`src/rtl/core/compacting_value_list_defines.svh`:
```
// Assertion macros for the compacting value list.
`ifndef COMPACTING_VALUE_LIST_DEFINES_SVH
`define COMPACTING_VALUE_LIST_DEFINES_SVH

`ifndef ASSERT_OFF
`define CVL_ASSERT(label, clk, rst_n, prop, msg) \
    label: assert property (@(posedge clk) disable iff (!rst_n) prop) else $error(msg);
`define CVL_ASSERT_NEVER(label, clk, rst_n, expr, msg) \
    label: assert property (@(posedge clk) disable iff (!rst_n) !(expr)) else $error(msg);
`else
`define CVL_ASSERT(label, clk, rst_n, prop, msg)
`define CVL_ASSERT_NEVER(label, clk, rst_n, expr, msg)
`endif

`endif

```
`src/rtl/core/cvl_pkg.sv`:
```
// Types, codes and microprogram of the compacting value list.
package cvl_pkg;

    localparam int CVL_DEPTH = 8;
    localparam int OP_W      = 2;
    localparam int VAL_W     = 32;
    localparam int POS_W     = 6;
    localparam int FILL_W    = 7;
    localparam int MDATA_W   = 48;

    typedef enum logic [1:0] {
        OP_APPEND,
        OP_DELETE,
        OP_DUMP,
        OP_NONE
    } t_op;

    typedef enum logic [1:0] {
        ST_OK,
        ST_FULL,
        ST_EMPTY,
        ST_NOTFOUND
    } t_status;

    typedef enum logic [3:0] {
        S_IDLE,
        S_APP_CHK,
        S_APP_WR,
        S_APP_FULL,
        S_DEL_CHK,
        S_DEL_CMP,
        S_DEL_NEXT,
        S_DEL_MISS,
        S_DEL_EMPTY,
        S_SHF_RD,
        S_SHF_WR,
        S_DEL_DONE,
        S_DMP_CHK,
        S_DMP_OUT,
        S_DMP_EMPTY
    } t_step;

    typedef enum logic [2:0] {
        C_ALWAYS,
        C_DISPATCH,
        C_FULL,
        C_EMPTY,
        C_MATCH,
        C_MORE
    } t_cond;

    typedef enum logic { RA_IDX, RA_IDX_INC } t_rasel;
    typedef enum logic { WA_COUNT, WA_IDX } t_wasel;
    typedef enum logic { WD_VAL, WD_RDATA } t_wdsel;
    typedef enum logic [1:0] { P_ZERO, P_IDX, P_COUNT, P_POS } t_psel;
    typedef enum logic [1:0] { V_IN, V_MEM, V_ZERO } t_vsel;
    typedef enum logic [1:0] { CNT_HOLD, CNT_INC, CNT_DEC } t_cntop;

    typedef struct packed {
        t_cond   cond;
        t_step   tgt_t;
        t_step   tgt_f;
        logic    ld_in;
        logic    clr_idx;
        logic    inc_idx;
        logic    save_pos;
        logic    rd;
        t_rasel  ra;
        logic    wr;
        t_wasel  wa;
        t_wdsel  wd;
        logic    emit;
        t_status st;
        t_psel   ps;
        t_vsel   vs;
        logic    last_auto;
        t_cntop  cnt;
    } t_cword;

    typedef struct packed {
        logic in_valid;
        logic out_free;
        logic full;
        logic empty;
        logic match;
        logic more;
    } t_flags;

    function automatic t_step dispatch(input t_op op);
        t_step s;
        case (op)
            OP_APPEND: s = S_APP_CHK;
            OP_DELETE: s = S_DEL_CHK;
            OP_DUMP:   s = S_DMP_CHK;
            default:   s = S_IDLE;
        endcase
        return s;
    endfunction

    // One control word per step.
    function automatic t_cword ucode(input t_step s);
        t_cword cw;
        cw = '0;
        cw.tgt_t = S_IDLE;
        cw.tgt_f = S_IDLE;
        case (s)
            S_IDLE: begin
                cw.cond    = C_DISPATCH;
                cw.ld_in   = 1'b1;
                cw.clr_idx = 1'b1;
            end
            S_APP_CHK: begin
                cw.cond  = C_FULL;
                cw.tgt_t = S_APP_FULL;
                cw.tgt_f = S_APP_WR;
            end
            S_APP_WR: begin
                cw.wr   = 1'b1;
                cw.wa   = WA_COUNT;
                cw.wd   = WD_VAL;
                cw.cnt  = CNT_INC;
                cw.emit = 1'b1;
                cw.st   = ST_OK;
                cw.ps   = P_COUNT;
                cw.vs   = V_IN;
            end
            S_APP_FULL: begin
                cw.emit = 1'b1;
                cw.st   = ST_FULL;
                cw.ps   = P_ZERO;
                cw.vs   = V_IN;
            end
            S_DEL_CHK: begin
                cw.cond  = C_EMPTY;
                cw.tgt_t = S_DEL_EMPTY;
                cw.tgt_f = S_DEL_CMP;
                cw.rd    = 1'b1;
                cw.ra    = RA_IDX;
            end
            S_DEL_CMP: begin
                cw.cond     = C_MATCH;
                cw.tgt_t    = S_SHF_RD;
                cw.tgt_f    = S_DEL_NEXT;
                cw.save_pos = 1'b1;
            end
            S_DEL_NEXT: begin
                cw.cond    = C_MORE;
                cw.tgt_t   = S_DEL_CMP;
                cw.tgt_f   = S_DEL_MISS;
                cw.inc_idx = 1'b1;
                cw.rd      = 1'b1;
                cw.ra      = RA_IDX_INC;
            end
            S_DEL_MISS: begin
                cw.emit = 1'b1;
                cw.st   = ST_NOTFOUND;
                cw.ps   = P_ZERO;
                cw.vs   = V_IN;
            end
            S_DEL_EMPTY: begin
                cw.emit = 1'b1;
                cw.st   = ST_EMPTY;
                cw.ps   = P_ZERO;
                cw.vs   = V_IN;
            end
            S_SHF_RD: begin
                cw.cond  = C_MORE;
                cw.tgt_t = S_SHF_WR;
                cw.tgt_f = S_DEL_DONE;
                cw.rd    = 1'b1;
                cw.ra    = RA_IDX_INC;
            end
            S_SHF_WR: begin
                cw.tgt_t   = S_SHF_RD;
                cw.wr      = 1'b1;
                cw.wa      = WA_IDX;
                cw.wd      = WD_RDATA;
                cw.inc_idx = 1'b1;
            end
            S_DEL_DONE: begin
                cw.cnt  = CNT_DEC;
                cw.emit = 1'b1;
                cw.st   = ST_OK;
                cw.ps   = P_POS;
                cw.vs   = V_IN;
            end
            S_DMP_CHK: begin
                cw.cond  = C_EMPTY;
                cw.tgt_t = S_DMP_EMPTY;
                cw.tgt_f = S_DMP_OUT;
                cw.rd    = 1'b1;
                cw.ra    = RA_IDX;
            end
            S_DMP_OUT: begin
                cw.cond      = C_MORE;
                cw.tgt_t     = S_DMP_OUT;
                cw.tgt_f     = S_IDLE;
                cw.inc_idx   = 1'b1;
                cw.rd        = 1'b1;
                cw.ra        = RA_IDX_INC;
                cw.emit      = 1'b1;
                cw.st        = ST_OK;
                cw.ps        = P_IDX;
                cw.vs        = V_MEM;
                cw.last_auto = 1'b1;
            end
            S_DMP_EMPTY: begin
                cw.emit = 1'b1;
                cw.st   = ST_EMPTY;
                cw.ps   = P_ZERO;
                cw.vs   = V_ZERO;
            end
            default: begin
                cw.cond = C_ALWAYS;
            end
        endcase
        return cw;
    endfunction

endpackage

```
`src/rtl/core/cvl_sequencer.sv`:
```
// Step counter and microcode lookup of the compacting value list.
`include "compacting_value_list_defines.svh"

module cvl_sequencer import cvl_pkg::*; (
    input  logic            i_clk,
    input  logic            i_rst_n,
    input  t_flags          i_flags,
    input  logic [OP_W-1:0] i_op,
    output t_cword          o_cw,
    output logic            o_exec
);

    t_step  r_step;
    t_step  n_step;
    t_cword w_cw;
    logic   w_exec;
    logic   w_take;

    always_ff @(posedge i_clk) begin
        if (!i_rst_n) begin
            r_step <= S_IDLE;
        end else begin
            r_step <= n_step;
        end
    end

    always_comb begin
        w_cw   = ucode(r_step);
        // hold the step while waiting on either handshake
        w_exec = !(w_cw.ld_in && !i_flags.in_valid) && !(w_cw.emit && !i_flags.out_free);
        w_take = 1'b0;
        case (w_cw.cond)
            C_ALWAYS: w_take = 1'b1;
            C_FULL:   w_take = i_flags.full;
            C_EMPTY:  w_take = i_flags.empty;
            C_MATCH:  w_take = i_flags.match;
            C_MORE:   w_take = i_flags.more;
            default:  w_take = 1'b0;
        endcase
        n_step = r_step;
        if (w_exec) begin
            if (w_cw.cond == C_DISPATCH) begin
                n_step = dispatch(t_op'(i_op));
            end else begin
                n_step = w_take ? w_cw.tgt_t : w_cw.tgt_f;
            end
        end
        o_cw   = w_cw;
        o_exec = w_exec;
    end

    `CVL_ASSERT(a_leave_idle, i_clk, i_rst_n, (w_exec && w_cw.ld_in && (t_op'(i_op) != OP_NONE)) |=> (r_step != S_IDLE), "accepted item did not start a program")
    `CVL_ASSERT_NEVER(a_emit_needs_room, i_clk, i_rst_n, w_exec && w_cw.emit && !i_flags.out_free, "result emitted into a busy output register")
    `CVL_ASSERT(a_hold_on_stall, i_clk, i_rst_n, !w_exec |=> $stable(r_step), "step advanced while stalled")

endmodule

```
`src/rtl/core/cvl_datapath.sv`:
```
// Entry memory, index and count registers, and output register of the list.
`include "compacting_value_list_defines.svh"

module cvl_datapath import cvl_pkg::*; #(
    parameter int DEPTH = CVL_DEPTH
) (
    input  logic               i_clk,
    input  logic               i_rst_n,
    input  t_cword             i_cw,
    input  logic               i_exec,
    input  logic               i_s_tvalid,
    input  logic [VAL_W-1:0]   i_s_tdata,
    input  logic               i_m_tready,
    output t_flags             o_flags,
    output logic               o_m_tvalid,
    output t_status            o_m_status,
    output logic [POS_W-1:0]   o_m_pos,
    output logic [VAL_W-1:0]   o_m_val,
    output logic [FILL_W-1:0]  o_m_fill,
    output logic               o_m_last
);

    localparam int AW = (DEPTH > 1) ? $clog2(DEPTH) : 1;
    localparam int CW = $clog2(DEPTH + 1);

    logic [VAL_W-1:0] r_mem [DEPTH];

    logic [CW-1:0]     r_count;
    logic [CW-1:0]     n_count;
    logic [AW-1:0]     r_idx;
    logic [AW-1:0]     n_idx;
    logic [AW-1:0]     r_pos;
    logic [VAL_W-1:0]  r_val;
    logic [VAL_W-1:0]  r_rdata;
    logic              r_mvalid;
    logic              n_mvalid;
    t_status           r_mstatus;
    logic [POS_W-1:0]  r_mpos;
    logic [POS_W-1:0]  n_mpos;
    logic [VAL_W-1:0]  r_mval;
    logic [VAL_W-1:0]  n_mval;
    logic [FILL_W-1:0] r_mfill;
    logic              r_mlast;

    logic [CW-1:0]     w_idx_next;
    logic              w_more;
    logic [AW-1:0]     w_raddr;
    logic [AW-1:0]     w_waddr;
    logic [VAL_W-1:0]  w_wdata;
    logic              w_load;

    always_comb begin
        w_idx_next = CW'(r_idx) + CW'(1);
        w_more     = w_idx_next < r_count;
        w_raddr    = (i_cw.ra == RA_IDX_INC) ? (r_idx + AW'(1)) : r_idx;
        w_waddr    = (i_cw.wa == WA_COUNT) ? r_count[AW-1:0] : r_idx;
        w_wdata    = (i_cw.wd == WD_VAL) ? r_val : r_rdata;
        w_load     = i_exec && i_cw.emit;

        case (i_cw.cnt)
            CNT_INC: n_count = r_count + CW'(1);
            CNT_DEC: n_count = r_count - CW'(1);
            default: n_count = r_count;
        endcase
        if (!i_exec) begin
            n_count = r_count;
        end

        n_idx = r_idx;
        if (i_exec && i_cw.clr_idx) begin
            n_idx = '0;
        end else if (i_exec && i_cw.inc_idx) begin
            n_idx = r_idx + AW'(1);
        end

        case (i_cw.ps)
            P_IDX:   n_mpos = POS_W'(r_idx);
            P_COUNT: n_mpos = POS_W'(r_count);
            P_POS:   n_mpos = POS_W'(r_pos);
            default: n_mpos = '0;
        endcase

        case (i_cw.vs)
            V_IN:    n_mval = r_val;
            V_MEM:   n_mval = r_rdata;
            default: n_mval = '0;
        endcase

        // a held result drains while the next one is being prepared
        if (w_load) begin
            n_mvalid = 1'b1;
        end else if (i_m_tready) begin
            n_mvalid = 1'b0;
        end else begin
            n_mvalid = r_mvalid;
        end
    end

    always_ff @(posedge i_clk) begin
        if (!i_rst_n) begin
            r_count  <= '0;
            r_idx    <= '0;
            r_mvalid <= 1'b0;
        end else begin
            r_count  <= n_count;
            r_idx    <= n_idx;
            r_mvalid <= n_mvalid;
        end
    end

    always_ff @(posedge i_clk) begin
        if (i_exec && i_cw.ld_in) begin
            r_val <= i_s_tdata;
        end
        if (i_exec && i_cw.save_pos) begin
            r_pos <= r_idx;
        end
        if (w_load) begin
            r_mstatus <= i_cw.st;
            r_mpos    <= n_mpos;
            r_mval    <= n_mval;
            r_mfill   <= FILL_W'(n_count);
            r_mlast   <= i_cw.last_auto ? !w_more : 1'b1;
        end
    end

    always_ff @(posedge i_clk) begin
        if (i_exec && i_cw.wr) begin
            r_mem[w_waddr] <= w_wdata;
        end
        if (i_exec && i_cw.rd) begin
            r_rdata <= r_mem[w_raddr];
        end
    end

    assign o_flags.in_valid = i_s_tvalid;
    assign o_flags.out_free = !r_mvalid || i_m_tready;
    assign o_flags.full     = (r_count == CW'(DEPTH));
    assign o_flags.empty    = (r_count == '0);
    assign o_flags.match    = (r_rdata == r_val);
    assign o_flags.more     = w_more;

    assign o_m_tvalid = r_mvalid;
    assign o_m_status = r_mstatus;
    assign o_m_pos    = r_mpos;
    assign o_m_val    = r_mval;
    assign o_m_fill   = r_mfill;
    assign o_m_last   = r_mlast;

    `CVL_ASSERT_NEVER(a_count_bound, i_clk, i_rst_n, r_count > CW'(DEPTH), "entry count above depth")
    `CVL_ASSERT_NEVER(a_no_overwrite, i_clk, i_rst_n, w_load && r_mvalid && !i_m_tready, "held result overwritten")
    `CVL_ASSERT_NEVER(a_wr_in_range, i_clk, i_rst_n, i_exec && i_cw.wr && (CW'(w_waddr) > r_count), "write beyond list end")

endmodule

```
`src/rtl/core/compacting_value_list.sv`:
```
// Top level of the compacting value list: microcoded sequencer and datapath.
//
//  channel   dir  handshake                    payload
//  s_axis    in   s_axis_tvalid/s_axis_tready  tuser: op, tdata: value
//  m_axis    out  m_axis_tvalid/m_axis_tready  tuser: status, tdata: position,
//                                              entry_value, fill_count; tlast
//
//  One item at a time; the input is taken in the idle step. Append: check room,
//  then write at the count and emit. Delete: compare entries in order through the
//  single memory read port, then shift each later entry down by a read and a write.
//  Dump: one result per entry, one result per cycle while the output register has room.
//  A result waits in the output register; a step that emits holds while it is full.
//  Reset clears the count and control; entry storage is not cleared.
module compacting_value_list import cvl_pkg::*; #(
    parameter int DEPTH = CVL_DEPTH
) (
    input  logic               i_clk,
    input  logic               i_rst_n,
    input  logic               s_axis_tvalid,
    output logic               s_axis_tready,
    input  logic [VAL_W-1:0]   s_axis_tdata,   // [31:0] value
    input  logic [OP_W-1:0]    s_axis_tuser,   // [1:0] op
    output logic               m_axis_tvalid,
    input  logic               m_axis_tready,
    output logic [MDATA_W-1:0] m_axis_tdata,   // [5:0] position, [37:6] entry_value,
                                               // [44:38] fill_count, [47:45] zero
    output logic [1:0]         m_axis_tuser,   // [1:0] status
    output logic               m_axis_tlast
);

    t_cword           w_cw;
    logic             w_exec;
    t_flags           w_flags;
    t_status          w_status;
    logic [POS_W-1:0] w_pos;
    logic [VAL_W-1:0] w_val;
    logic [FILL_W-1:0] w_fill;

    cvl_sequencer u_seq (
        .i_clk   (i_clk),
        .i_rst_n (i_rst_n),
        .i_flags (w_flags),
        .i_op    (s_axis_tuser),
        .o_cw    (w_cw),
        .o_exec  (w_exec)
    );

    cvl_datapath #(
        .DEPTH (DEPTH)
    ) u_dp (
        .i_clk      (i_clk),
        .i_rst_n    (i_rst_n),
        .i_cw       (w_cw),
        .i_exec     (w_exec),
        .i_s_tvalid (s_axis_tvalid),
        .i_s_tdata  (s_axis_tdata),
        .i_m_tready (m_axis_tready),
        .o_flags    (w_flags),
        .o_m_tvalid (m_axis_tvalid),
        .o_m_status (w_status),
        .o_m_pos    (w_pos),
        .o_m_val    (w_val),
        .o_m_fill   (w_fill),
        .o_m_last   (m_axis_tlast)
    );

    assign s_axis_tready = w_cw.ld_in;
    assign m_axis_tuser  = w_status;
    assign m_axis_tdata  = {(MDATA_W - FILL_W - VAL_W - POS_W)'(0), w_fill, w_val, w_pos};

endmodule
```
`config.mk`:
```
export PLATFORM = sky130hd
export DESIGN_NAME = compacting_value_list
export DESIGN_NICKNAME = d
export VERILOG_FILES = /design/src/rtl/core/cvl_pkg.sv /design/src/rtl/core/cvl_sequencer.sv /design/src/rtl/core/cvl_datapath.sv /design/src/rtl/core/compacting_value_list.sv
export VERILOG_INCLUDE_DIRS = /design/src /design/src/rtl/core
export SDC_FILE = /design/constraint.sdc
export NUM_CORES = 1
export LEC_CHECK = 0
export ABC_AREA = 1
export BUFFER_PORTS_ARGS = -buffer_cell sky130_fd_sc_hd__buf_2
export CAP_MARGIN = 20
export CORE_UTILIZATION = 40
export CTS_CLUSTER_DIAMETER = 150
export DETAILED_ROUTE_END_ITERATION = 10
export SLEW_MARGIN = 10
export SYNTH_ARGS = -nofsm -noshare
export SYNTH_HDL_FRONTEND = slang
export SYNTH_HIERARCHICAL = 1
export SYNTH_SLANG_ARGS = --single-unit
```
`constraint.sdc`:
```
create_clock -name i_clk -period 3.45 [get_ports i_clk]
set_input_delay 0.345 -clock i_clk [delete_from_list [all_inputs] [get_ports i_clk]]
set_output_delay 0.345 -clock i_clk [all_outputs]
set_load 0.05 [all_outputs]
```
==> out/metrics.yaml, run 1 <==
hp-class: "in2reg"
min_period_over_period: 0.8189
cts_buffers: 43
grt_pass1_vias: 10330
p_leak_nw: 7.595
crit_buf_inv: 3
fill_cells: 3618
reg2reg_to: "u_dp/r_mem[3][28]$_DFFE_PP_"
rsz0062_at_grt: "false"
drc: 0
path_clk_slew_ps: 60
drive_above_1_share: 0.1236
r2r_cells: 11
syn_area_per_cell_um2: 10.88
rows: 73
crit_arrival_ps: 3010
slowest_delay_ps: 470
finalClockSkew_ps: 10.78
power-per-cell-area_nw_per_um2: 765.9
syn_to_final_growth_pct: 16.51
cp_max_fo: 32
antenna_left: 0
cts_root_buf: "clkbuf_16"
path_cells: "inv_2 > nand2_1 > nor2_1 > nor2_1 > nand3_2 > nand2_1 > nand2_2 > inv_2 > nand3_1 > nor2_4 > buf_4"
reg2reg_setup_slack_ps: 620
core_area_um2: 40190
cp.depth: 11
max_freq_mhz: 354.0
dr.pass1.iters: 6
hold_depth: 3
overflow: 0
antenna_found_initial: 0
die_h_um: 205.0
drv_cap: 0
chipWidth_um: 205.0
period_minus_slack_ps: 2825
h-tree-depth: 2
required_ps: 3630
worstSetupStartpointType: "flip-flop"
outcome: "finished clean"
clockBufferDepth: 3
routedWlPerCell_um: 16.95
nets: 1678
start_util: 0.4101
cts_tree: "done"
finalSetupTns_ps: 0
clk_latency_ps: 550
place_area_um2: 17560
cpMaxStageDelayCell: "dfxtp_1"
yosys_warnings: 6
final_util: 0.4778
pre_cts_ws_ps: 645.2
max-slew-margin-rel: 0.3342
place_inst: 2078
whs_endpoint: "u_seq/r_step[1]$_SDFFE_PN0P_"
io_buffers: 82
antennaDiodeCount: 0
design_area_um2: 19200
hold_viol: 0
netlist_area_um2: 16480
ios: 91
vias: 10820
final_common_cell: "nand2_1"
layout_setup_ws_ps: 624.9
crit_family: "simple AND/OR/NAND/NOR gates"
drt-vias-per-instance: 4.939
slew_violations: 0
gp_congestion: 0.8759
peakVddDrop_uv: 389.0
tightest_slew_ps: 988.3
drtIter0Drc: 804
rr_startpoint: "u_seq/r_step[0]$_SDFFE_PN0P_"
crit_type: "reg2reg"
final_cell_mix: "nand2_1 (390), edfxtp_1 (366), inv_1 (198)"
drt_wl_total_um: 37140
final-instance-count-excl-fill: 2191
syn_inst: 1514
endpoint_kind: "flip-flop"
grt_pass1_wl_um: 58080
die-area_um2: 42010
cts_sinks: 378
post_cts_buffers: 0
worstHoldStart: "i_rst_n"
grt_start_max_net_pins: 92
place_hpwl_um: 22640
setup_violations: 0
grt.total_usage: 0.1805
through the flow:
stage	power, mW	hold WS [ps]
2_1_floorplan	9.302	442.6
3_3_place_gp	10.50	476.0
3_5_place_dp	10.57	495.4
4_1_cts	14.86	46.22
5_1_grt	15.48	84.08
6_report	14.71	64.45
sequential cells by signal, indices dropped and copies added, names as in the netlist:
signal and cells:
u_dp/o_m_fill 4, u_dp/o_m_last 1, u_dp/o_m_pos 4, u_dp/o_m_status 2
u_dp/o_m_tvalid 1, u_dp/o_m_val 32, u_dp/r_count 4, u_dp/r_idx 3
u_dp/r_mem 256, u_dp/r_pos 3, u_dp/r_rdata 32, u_dp/r_val 32
u_seq/r_step 4
what timing repair did:
action                     4_1_cts  5_1_grt
gates resized for setup          0        0
setup endpoints to repair        0        0
hold buffers                    32        0
hold endpoints to repair        32        0
power breakdown:
group,switching (mW),internal [mW]
Sequential,0.317,6.23
Combinational,2.94,0.989
Clock,1.81,2.42
worst min-delay path, stage by stage:
cell and delay, ps:
buf_2 130, nand2_1 60, inv_1 40
worst max path at each step:
stage	start	endpoint	slack [ps]
CTS	u_seq/r_step[0]$_SDFFE_PN0P_	u_dp/r_mem[3][2]$_DFFE_PP_	630
detailed placement	u_seq/r_step[0]$_SDFFE_PN0P_	u_dp/r_mem[3][21]$_DFFE_PP_	650
global placement	u_seq/r_step[0]$_SDFFE_PN0P_	u_dp/r_mem[3][21]$_DFFE_PP_	710
floorplan	u_seq/r_step[0]$_SDFFE_PN0P_	u_dp/r_mem[7][0]$_DFFE_PP_	130
global route	u_seq/r_step[0]$_SDFFE_PN0P_	u_dp/r_mem[3][31]$_DFFE_PP_	400
finish	u_seq/r_step[0]$_SDFFE_PN0P_	u_dp/r_mem[3][28]$_DFFE_PP_	620
per-layer routing:
layer | vias to the layer above | GRT usage | share of wire
met5 | - | 0 | 0
li1 | 5317 | - | -
met4 | 0 | 0.05106 | 0.021
met3 | 56 | 0.02864 | 0.054
met1 | 5139 | 0.2483 | 0.46
met2 | 310 | 0.2950 | 0.47
final cells by class:
| cell class | count | area, um^2 | area share |
|---|---|---|---|
| sequential | 378 | 11230 | 0.5849 |
| multi-input combinational | 856 | 4205 | 0.2190 |
| clock buffer | 54 | 1139 | 0.05930 |
| timing repair buffer | 145 | 1026 | 0.05343 |
| inverter | 207 | 777.0 | 0.04047 |
| tap | 525 | 656.9 | 0.03421 |
| clock inverter | 26 | 166.4 | 0.008667 |
Note: power is estimated with default switching activity, not from simulation.
==> run 2, diff against run 1 <==
clock period = 2.8 ns   (was 3.45 ns; I/O delays follow)
==> run 2 against run 1 <==
Die area unchanged. Clock power increased by 21%. Total power grew 23%. Register-to-register slack lost 360 ps. Non-clock buffer count up 7. Core utilization up 0.37 points. Critical path depth is 2 higher. First-iteration DRC count fell by 13%. Wire length rose by 0.77%. Via count rose by 0.32%. Largest cell class unchanged. Highest routed layer unchanged.
==> out/metrics.yaml, run 2 (synthesis gave the netlist of run 1 again) <==
grt_pass1_vias: 10530  # +1.9%
cts_root_buf: "clkbuf_16"
dr.pass1.iters: 5  # -1
crit_type: "reg2reg"
grt_start_max_net_pins: 64  # -30%
drive_above_1_share: 0.1278  # +0.004125
multi_input_area_um2: 4213  # +0.18%
final_common_cell: "nand2_1"
hold_viol: 0  # unchanged
antennaDiodeCount: 0  # unchanged
worstHoldStart: "m_axis_tready"
finalSetupTns_ps: 0  # unchanged
layout_setup_ws_ps: 260.6  # -364.2 ps
p_leak_nw: 7.632  # +0.48%
slew_violations: 0  # unchanged
rsz0062_at_grt: "false"
drc: 0  # unchanged
cts_sinks: 378  # unchanged
required_ps: 3190  # -440 ps
drtIter0Drc: 701  # -13%
grt.total_usage: 0.1822  # +0.001655
max_freq_mhz: 393.8  # +11%
drt_wl_total_um: 37430  # +0.77%
fill_cells: 3661  # +1.2%
max-slew-margin-rel: 0.3512  # +0.01698
pre_cts_ws_ps: 164.0  # -481.2 ps
routedWlPerCell_um: 17.07  # +0.72%
cts_buffers: 41  # -4.7%
die_h_um: 205.0  # unchanged
ios: 91  # unchanged
seq_area_um2: 11230  # unchanged
min_period_over_period: 0.9069  # +0.08804
io_buffers: 82  # unchanged
antenna_left: 0  # unchanged
place_hpwl_um: 23160  # +2.3%
path_clk_slew_ps: 60  # about the same
setup_violations: 0  # unchanged
chipWidth_um: 205.0  # unchanged
crit_arrival_ps: 2930  # -80 ps
rows: 73  # unchanged
tightest_slew_ps: 963.1  # -25.20 ps
largest_reg_flops: 256  # unchanged
cts_tree: "done"
start_util: 0.4101  # unchanged
core_area_um2: 40190  # unchanged
whs_ps: 24.84  # -39.61 ps
period_minus_slack_ps: 2539  # -285.8 ps
peakVddDrop_uv: 656.6  # +69%
vias: 10860  # +0.32%
rr_startpoint: "u_seq/r_step[2]$_SDFFE_PN0P_"
outcome: "finished clean"
grt_pass1_wl_um: 58200  # +0.21%
endpoint_kind: "flip-flop"
power-per-cell-area_nw_per_um2: 935.1  # +22%
final_cell_mix: "nand2_1 (390), edfxtp_1 (366), inv_1 (198)"
critical_path.startpoint: "u_seq/r_step[2]$_SDFFE_PN0P_"
gp_congestion: 0.8698  # -0.70%
drt-vias-per-instance: 4.953  # +0.28%
syn_to_final_growth_pct: 17.42
drv_cap: 0  # unchanged
nets: 1683  # +0.30%
cp_max_fo: 63  # +97%
regMostFlops: "u_dp/r_mem"
h-tree-depth: 2  # unchanged
hp-class: "in2reg"
die-area_um2: 42010  # unchanged
overflow: 0  # unchanged
antenna_found_initial: 0  # unchanged
final_util: 0.4815  # +0.003705
clockBufferDepth: 3  # unchanged
worstSetupStartpointType: "flip-flop"
finalClockSkew_ps: 16.72  # +5.939 ps
clk_latency_ps: 560  # about the same
run 2: cell types whose count changed in the layout (fill, tap and decap cells not counted), sizes merged:
| cell | before | now |
|---|---|---|
| buf | 113 | 119 |
| clkbuf | 54 | 51 |
| inv | 207 | 208 |
| dlygate4sd3 | 32 | 33 |
| clkinv | 23 | 17 |
| clkinvlp | 2 | 4 |
run 2: worst paths after layout:
| kind | to | slack (ps) | cells after the start |
|---|---|---|---|
| min | u_dp/o_m_tvalid$_SDFFE_PN0P_ | 20 | 4 |
| min reg2reg | u_dp/o_m_tvalid$_SDFFE_PN0P_ | 520 | 2 |
| max reg2reg | u_dp/r_rdata[9]$_DFFE_PP_ | 260 | 13 |
| max | u_dp/r_rdata[9]$_DFFE_PP_ | 260 | 13 |
run 2: layer usage:
layer,vias to the layer above,share of wire,global-route usage
met2,279,0.46,0.2962
met5,-,0,0
met1,5182,0.46,0.2446
met4,0,0.029,0.06772
met3,68,0.049,0.03007
li1,5328,-,-
run 2: repair_timing:
item | CTS | global route
setup buffers | 0 | 1
gates resized for setup | 0 | 2
endpoints found under the hold margin | 36 | 0
setup endpoints to repair | 0 | 257
hold buffers | 33 | 0
run 2: report_power, final:
part	total [mW]	switching (mW)	internal (mW)
registers	8.08	0.405	7.67
logic	4.92	3.62	1.30
clock network	5.10	2.21	2.89
run 2: layout make-up:
cell class / instances / share of cell area
Clock inverter: 23 / 0.008859
Clock buffer: 51 / 0.05658
Sequential cell: 378 / 0.5804
Tap cell: 525 / 0.03395
Timing Repair Buffer: 152 / 0.06233
Inverter: 207 / 0.04016
Multi-Input combinational cell: 856 / 0.2177
run 2: through the flow:
stage | area (um^2) | total power [mW] | instances
after CTS | 19330 | 18.29 | 2191
after floorplan | 16530 | 11.47 | 1520
after global routing | 19350 | 19.05 | 2192
after detailed placement | 17740 | 13.10 | 2084
after global placement | 17740 | 13.01 | 2084
final | 19350 | 18.09 | 2192
run 2: worst max-delay path, cell delays in order (launching register included):
cell and delay [ps]:
dfxtp_1 400, inv_2 90, nor2_1 90, nand2_1 110
nand2_1 290, nand2_2 160, nand2_8 380, buf_4 320
nand2_1 70, nand2_1 70, nand2_1 60, o21ai_1 100
inv_1 50, o21ai_1 160
